`config.mk`:
```
export PLATFORM = sky130hd
export DESIGN_NAME = grfp_ram
export DESIGN_NICKNAME = d
export VERILOG_FILES = /design/src/sv/grfp_ram.sv
export SDC_FILE = /design/constraint.sdc
export NUM_CORES = 2
export LEC_CHECK = 0
export BUFFER_PORTS_ARGS = -buffer_cell sky130_fd_sc_hd__buf_2
export CORE_ASPECT_RATIO = 1.1
export CORE_MARGIN = 5
export CORE_UTILIZATION = 50
export DETAILED_ROUTE_END_ITERATION = 6
export GPL_TIMING_DRIVEN = 0
export PLACE_DENSITY = 0.65
export SKIP_LAST_GASP = 1
export SLEW_MARGIN = 20
export SYNTH_ARGS = -nofsm -noshare
export SYNTH_HDL_FRONTEND = slang
export SYNTH_SLANG_ARGS = --single-unit
export TNS_END_PERCENT = 10
```
`constraint.sdc`:
```
create_clock -name clk_i -period 20.1 [get_ports clk_i]
set_input_delay 4.02 -clock clk_i [delete_from_list [all_inputs] [get_ports clk_i]]
set_output_delay 4.02 -clock clk_i [all_outputs]
set_load 0.05 [all_outputs]
```
`src/sv/grfp_ram.sv`:
```
`default_nettype none

module grfp_ram #(
  parameter int WIDTH = 64,
  parameter int DEPTH = 64
) (
  input  wire logic                                   clk_i,
  input  wire logic                                   we_i,
  input  wire logic [(DEPTH > 1 ? $clog2(DEPTH) : 1)-1:0] waddr_i,
  input  wire logic [WIDTH-1:0]                       wdata_i,
  input  wire logic                                   re_i,
  input  wire logic [(DEPTH > 1 ? $clog2(DEPTH) : 1)-1:0] raddr_i,
  output logic      [WIDTH-1:0]                       rdata_o
);

  logic [WIDTH-1:0] mem_q [DEPTH];

  always_ff @(posedge clk_i) begin
    if (we_i) begin
      mem_q[waddr_i] <= wdata_i;
    end
  end

  always_ff @(posedge clk_i) begin
    if (re_i) begin
      rdata_o <= mem_q[raddr_i];
    end
  end

endmodule

`default_nettype wire

```
* Yosys cells after proc, flatten, opt, wreduce, memory -nomap -nowiden
Memory sizes are Yosys's and may differ from the RTL's. A register that Yosys moved wholly into a read port is not among the register bits.
Cells that the tools add are included.
** Word-level totals
- Flip-flop bits (word level) :: 0
- Bits in writable memories :: 4096
- Input port bits :: 79
- Output and inout port bits :: 64
- Logic and storage cells :: 3
- Memories :: 1
** Memories
- mem_q :: words 64, bits a word 64, rd ports 1, clocked after memory_dff 1, wr ports 1, line 16 : logic [WIDTH-1:0] mem_q [DEPTH];
** Cells by class
- Multiplexer cells :: 2
** Operators by type and width (number)
- $mux 1 :: 2

* Longest topological paths before layout
- Word-level depth :: 2
- Gate-level depth with buffers :: 9

* Worst setup path before layout
No wires, ideal clock.
- Kind :: input to register
- Start :: input port waddr_i[3] (netlist bit)
- End :: memory mem_q[48][0], enable pin
- Arrival time :: 8892 ps
- Required time :: 19536 ps
- Path slack :: 10644 ps
- Stages on the path :: 4
- Buffers on the path :: 1
- Cells stage by stage :: clkbuf_1 nor2b_1 nand4b_1 nor3_1
** RTL lines
- start: declaration :: line 9 : input wire logic [(DEPTH > 1 ? $clog2(DEPTH) : 1)-1:0] waddr_i,
- end: declaration :: line 16
No word-level cell before the write port.

==> flow_summary.yaml <==
clock_tree:
  worstSkewPairLatency_ns: 0.92
  htreeDepth: 5
  post_cts.repair.setup_buffers: 0
  cts_made_buffers: 400
  cts.sinks: 4160
  cts_buffer_depth: 4
  ctsRootBufferMaster: "clkbuf_16"
  cts_tree: "yes"
  clkSlewWorstSetupHoldPaths_ns: 0.06
  cts_hold_buf: 0
  ctsResizeCount: 0
global_routing:
  use_met1: 0.359
  first_global_vias: 76800
  grt_remaining_overflow: 0
  grt_max_degree: 65
  grt_busiest_layer: "met2"
  grt_usage: 0.261
  antenna_found_initial: 36
  use_met2: 0.419
  met3_usage: 0.0527
  grt_pass1_wl_um: 595000
placement:
  gp_congestion: 0.822
  hpwl_um: 285000
  place.port_buffers: 134
logic_synthesis:
  synth-adder-area-share: 0
  seq_area_frac_synth: 0.796
  yosys-top-cells-area: "edfxtp_1 80%, mux4_2 15%, mux2i_1 0.86%"
  synth_top_family_by_area: "multiplexers"
  synth-compound-area-share: 0.0247
  synth_most_common_cell: "edfxtp_1"
  synth.avg_cell_area_um2: 23.8
  synthDistinctLibCells: 32
  yosys.area_share.simple: 0.0123
  synth.net_count: 6677
  synth_seq_cells: 4160
  ys.flop_type: "edfxtp_1"
  synthMuxAreaShare: 0.156
  synthDominantCellAreaShare: 0.796
  synth_xor_xnor_area_share: 0
  postSynthCellCount: 6598
  synth_warnings: 0
  yosysTopAreaCell: "edfxtp_1"
  synth.cells.most_frequent: "4160 x edfxtp_1, 1024 x mux4_2, 170 x buf_2, 168 x a22oi_1, 140 x clkbuf_1"
  synth-async-reset-ratio: 0
  synth_area_um2: 157000
  synth-edff-count: 4160
worst_setup_path:
  reg2reg_depth: 5
  cp-endpoint: "rdata_o[6]"
  critPathKind: "input pin to flip-flop"
  path_max_fanout: 10
  crit_start: "raddr_i[2]"
  arrival_ns: 8.06
  setup.worst_path.end_class: "flip-flop"
  reg2reg_slack_ns: 17.13
  critPathLaunchType: "input pin"
  cp_data_required_time_ns: 20.67
  r2r_start: "mem_q[52][37]"
  r2r_end: "rdata_o[37]"
power_and_ir_drop:
  power_uw: 18100
  ir_drop_uv: 84.0
  pwr_density_cell_nw_per_um2: 99.5
  p_leak_uw: 0.0570
die:
  die_h_um: 598
  core-area_um2: 312000
  design.die.area_um2: 325000
  initial_core_util: 0.503
  die_w_um: 544
  rows: 215
  boundaryPins: 143
routing:
  drt_wl_total_um: 424000
  drtIter0Drc: 10900
  postRouteAntennaNets: 0
  vias: 76300
  drc: 0
  first_pass_iters: 6
  viasPerCell: 6.44
  wl_per_cell_um: 35.8
worst_hold_path:
  worstHoldPathType: "flip-flop to flip-flop"
  hold_depth: 4
job:
  cap_viol_max_count: 0
outcome:
  outcome: "finished, final reports clean"
timing:
  hold_violations: 0
  slew_violations: 0
  setup_viol: 0
  finalClockSkew_ns: 0.0405
  worst_slew_pin_slew_ns: 1.26
  rsz0062_at_grt: "false"
  period_share: 0.373
  max_freq_ghz: 0.133
  post-route-min-period_ns: 7.49
  tns_ns: 0
  maxSlewHeadroom: 0.159
cells_and_area:
  fill_cells: 21700
  fin_nets: 7476
  layout-drive-gt1-share: 0.299
  syn2layout_area_growth_pct: 16.0
  fin_util: 0.583
metrics by stage:
step / worst slack (ns) / hold WS, ns / std cells / area (um2)
2_1_floorplan: 10.64 / 0.865 / 6598 / 157000
3_3_place_gp: 3.97 / 0.985 / 10900 / 163000
3_5_place_dp: 11.69 / 1.00 / 11100 / 169000
4_1_cts: 12.69 / 1.01 / 11800 / 182000
5_1_grt: 12.71 / 1.04 / 11800 / 182000
6_report: 12.61 / 0.987 / 11900 / 182000
final cells by class:
class                   instances  area (um2)  area share
flip-flops and latches       4160      125000       0.686
multi-input cells            2049       30800       0.169
clock buffers                 485       10400      0.0573
repair buffers                397        6430      0.0353
well taps                    4123        5160      0.0283
clock inverters               238        2490      0.0137
plain buffers                 370        1790     0.00980
inverters                      19        71.3    0.000392
diodes                         19        47.5    0.000261
placed cells by master, fill, tap and decap left out, types with 28 or more instances in the layout:
| master | n |
|---|---|
| a211oi_1 | 62 |
| a22o_1 | 88 |
| a22oi_1 | 168 |
| and3_1 | 64 |
| buf_12 | 158 |
| buf_16 | 80 |
| buf_2 | 243 |
| buf_4 | 109 |
| bufinv_16 | 48 |
| clkbuf_1 | 212 |
| clkbuf_16 | 405 |
| clkinv_1 | 76 |
| clkinv_2 | 75 |
| edfxtp_1 | 4160 |
| mux2i_1 | 135 |
| mux4_2 | 1024 |
| nand2_1 | 58 |
| nand3_1 | 45 |
| nor2_1 | 49 |
| nor2_4 | 62 |
| nor2b_1 | 28 |
| o221ai_1 | 38 |
| o22ai_1 | 83 |
| or2_2 | 28 |
| or3_1 | 29 |
power by group:
part           leakage [uW]  switching (uW)  internal (uW)
Sequential           0.0375            17.2           9620
Combinational        0.0132             664            315
Clock               0.00630            3180           4310
Total                0.0570            3860          14200
metal layers:
| metal | wire, um | vias up |
|---|---|---|
| met1 | 156000 | 41000 |
| met3 | 41800 | 786 |
| li1 | - | 30200 |
| met4 | 18600 | 18 |
| met5 | 120 | - |
| met2 | 207000 | 4329 |
kinds of logic after synthesis:
family / after synthesis
DFF: 4160
muxes: 1159
AOI/OAI and AO/OA: 504
buffers and inverters: 389
and+or+nand+nor: 386
sequential cells by signal (all words and copies together), names as in the netlist:
register,count
mem_q,4096
rdata_o,64
how the worst min path moves through the flow:
stage	from	end	slack, ns
after floorplan	mem_q[30][61]	rdata_o[61]	0.86
after global placement	mem_q[46][48]	rdata_o[48]	0.98
after detailed placement	mem_q[39][42]	rdata_o[42]	1.00
after CTS	mem_q[39][42]	rdata_o[42]	1.01
after global routing	mem_q[36][42]	rdata_o[42]	1.04
final	mem_q[36][42]	rdata_o[42]	0.99
critical path: stages:
cell,delay (ns)
buf_2,0.27
buf_4,0.31
buf_2,0.52
buf_2,0.67
buf_4,0.38
mux2i_1,0.11
o22ai_1,0.53
a31oi_1,0.30
a211oi_1,0.89
Power figures use the tool's default switching activity.
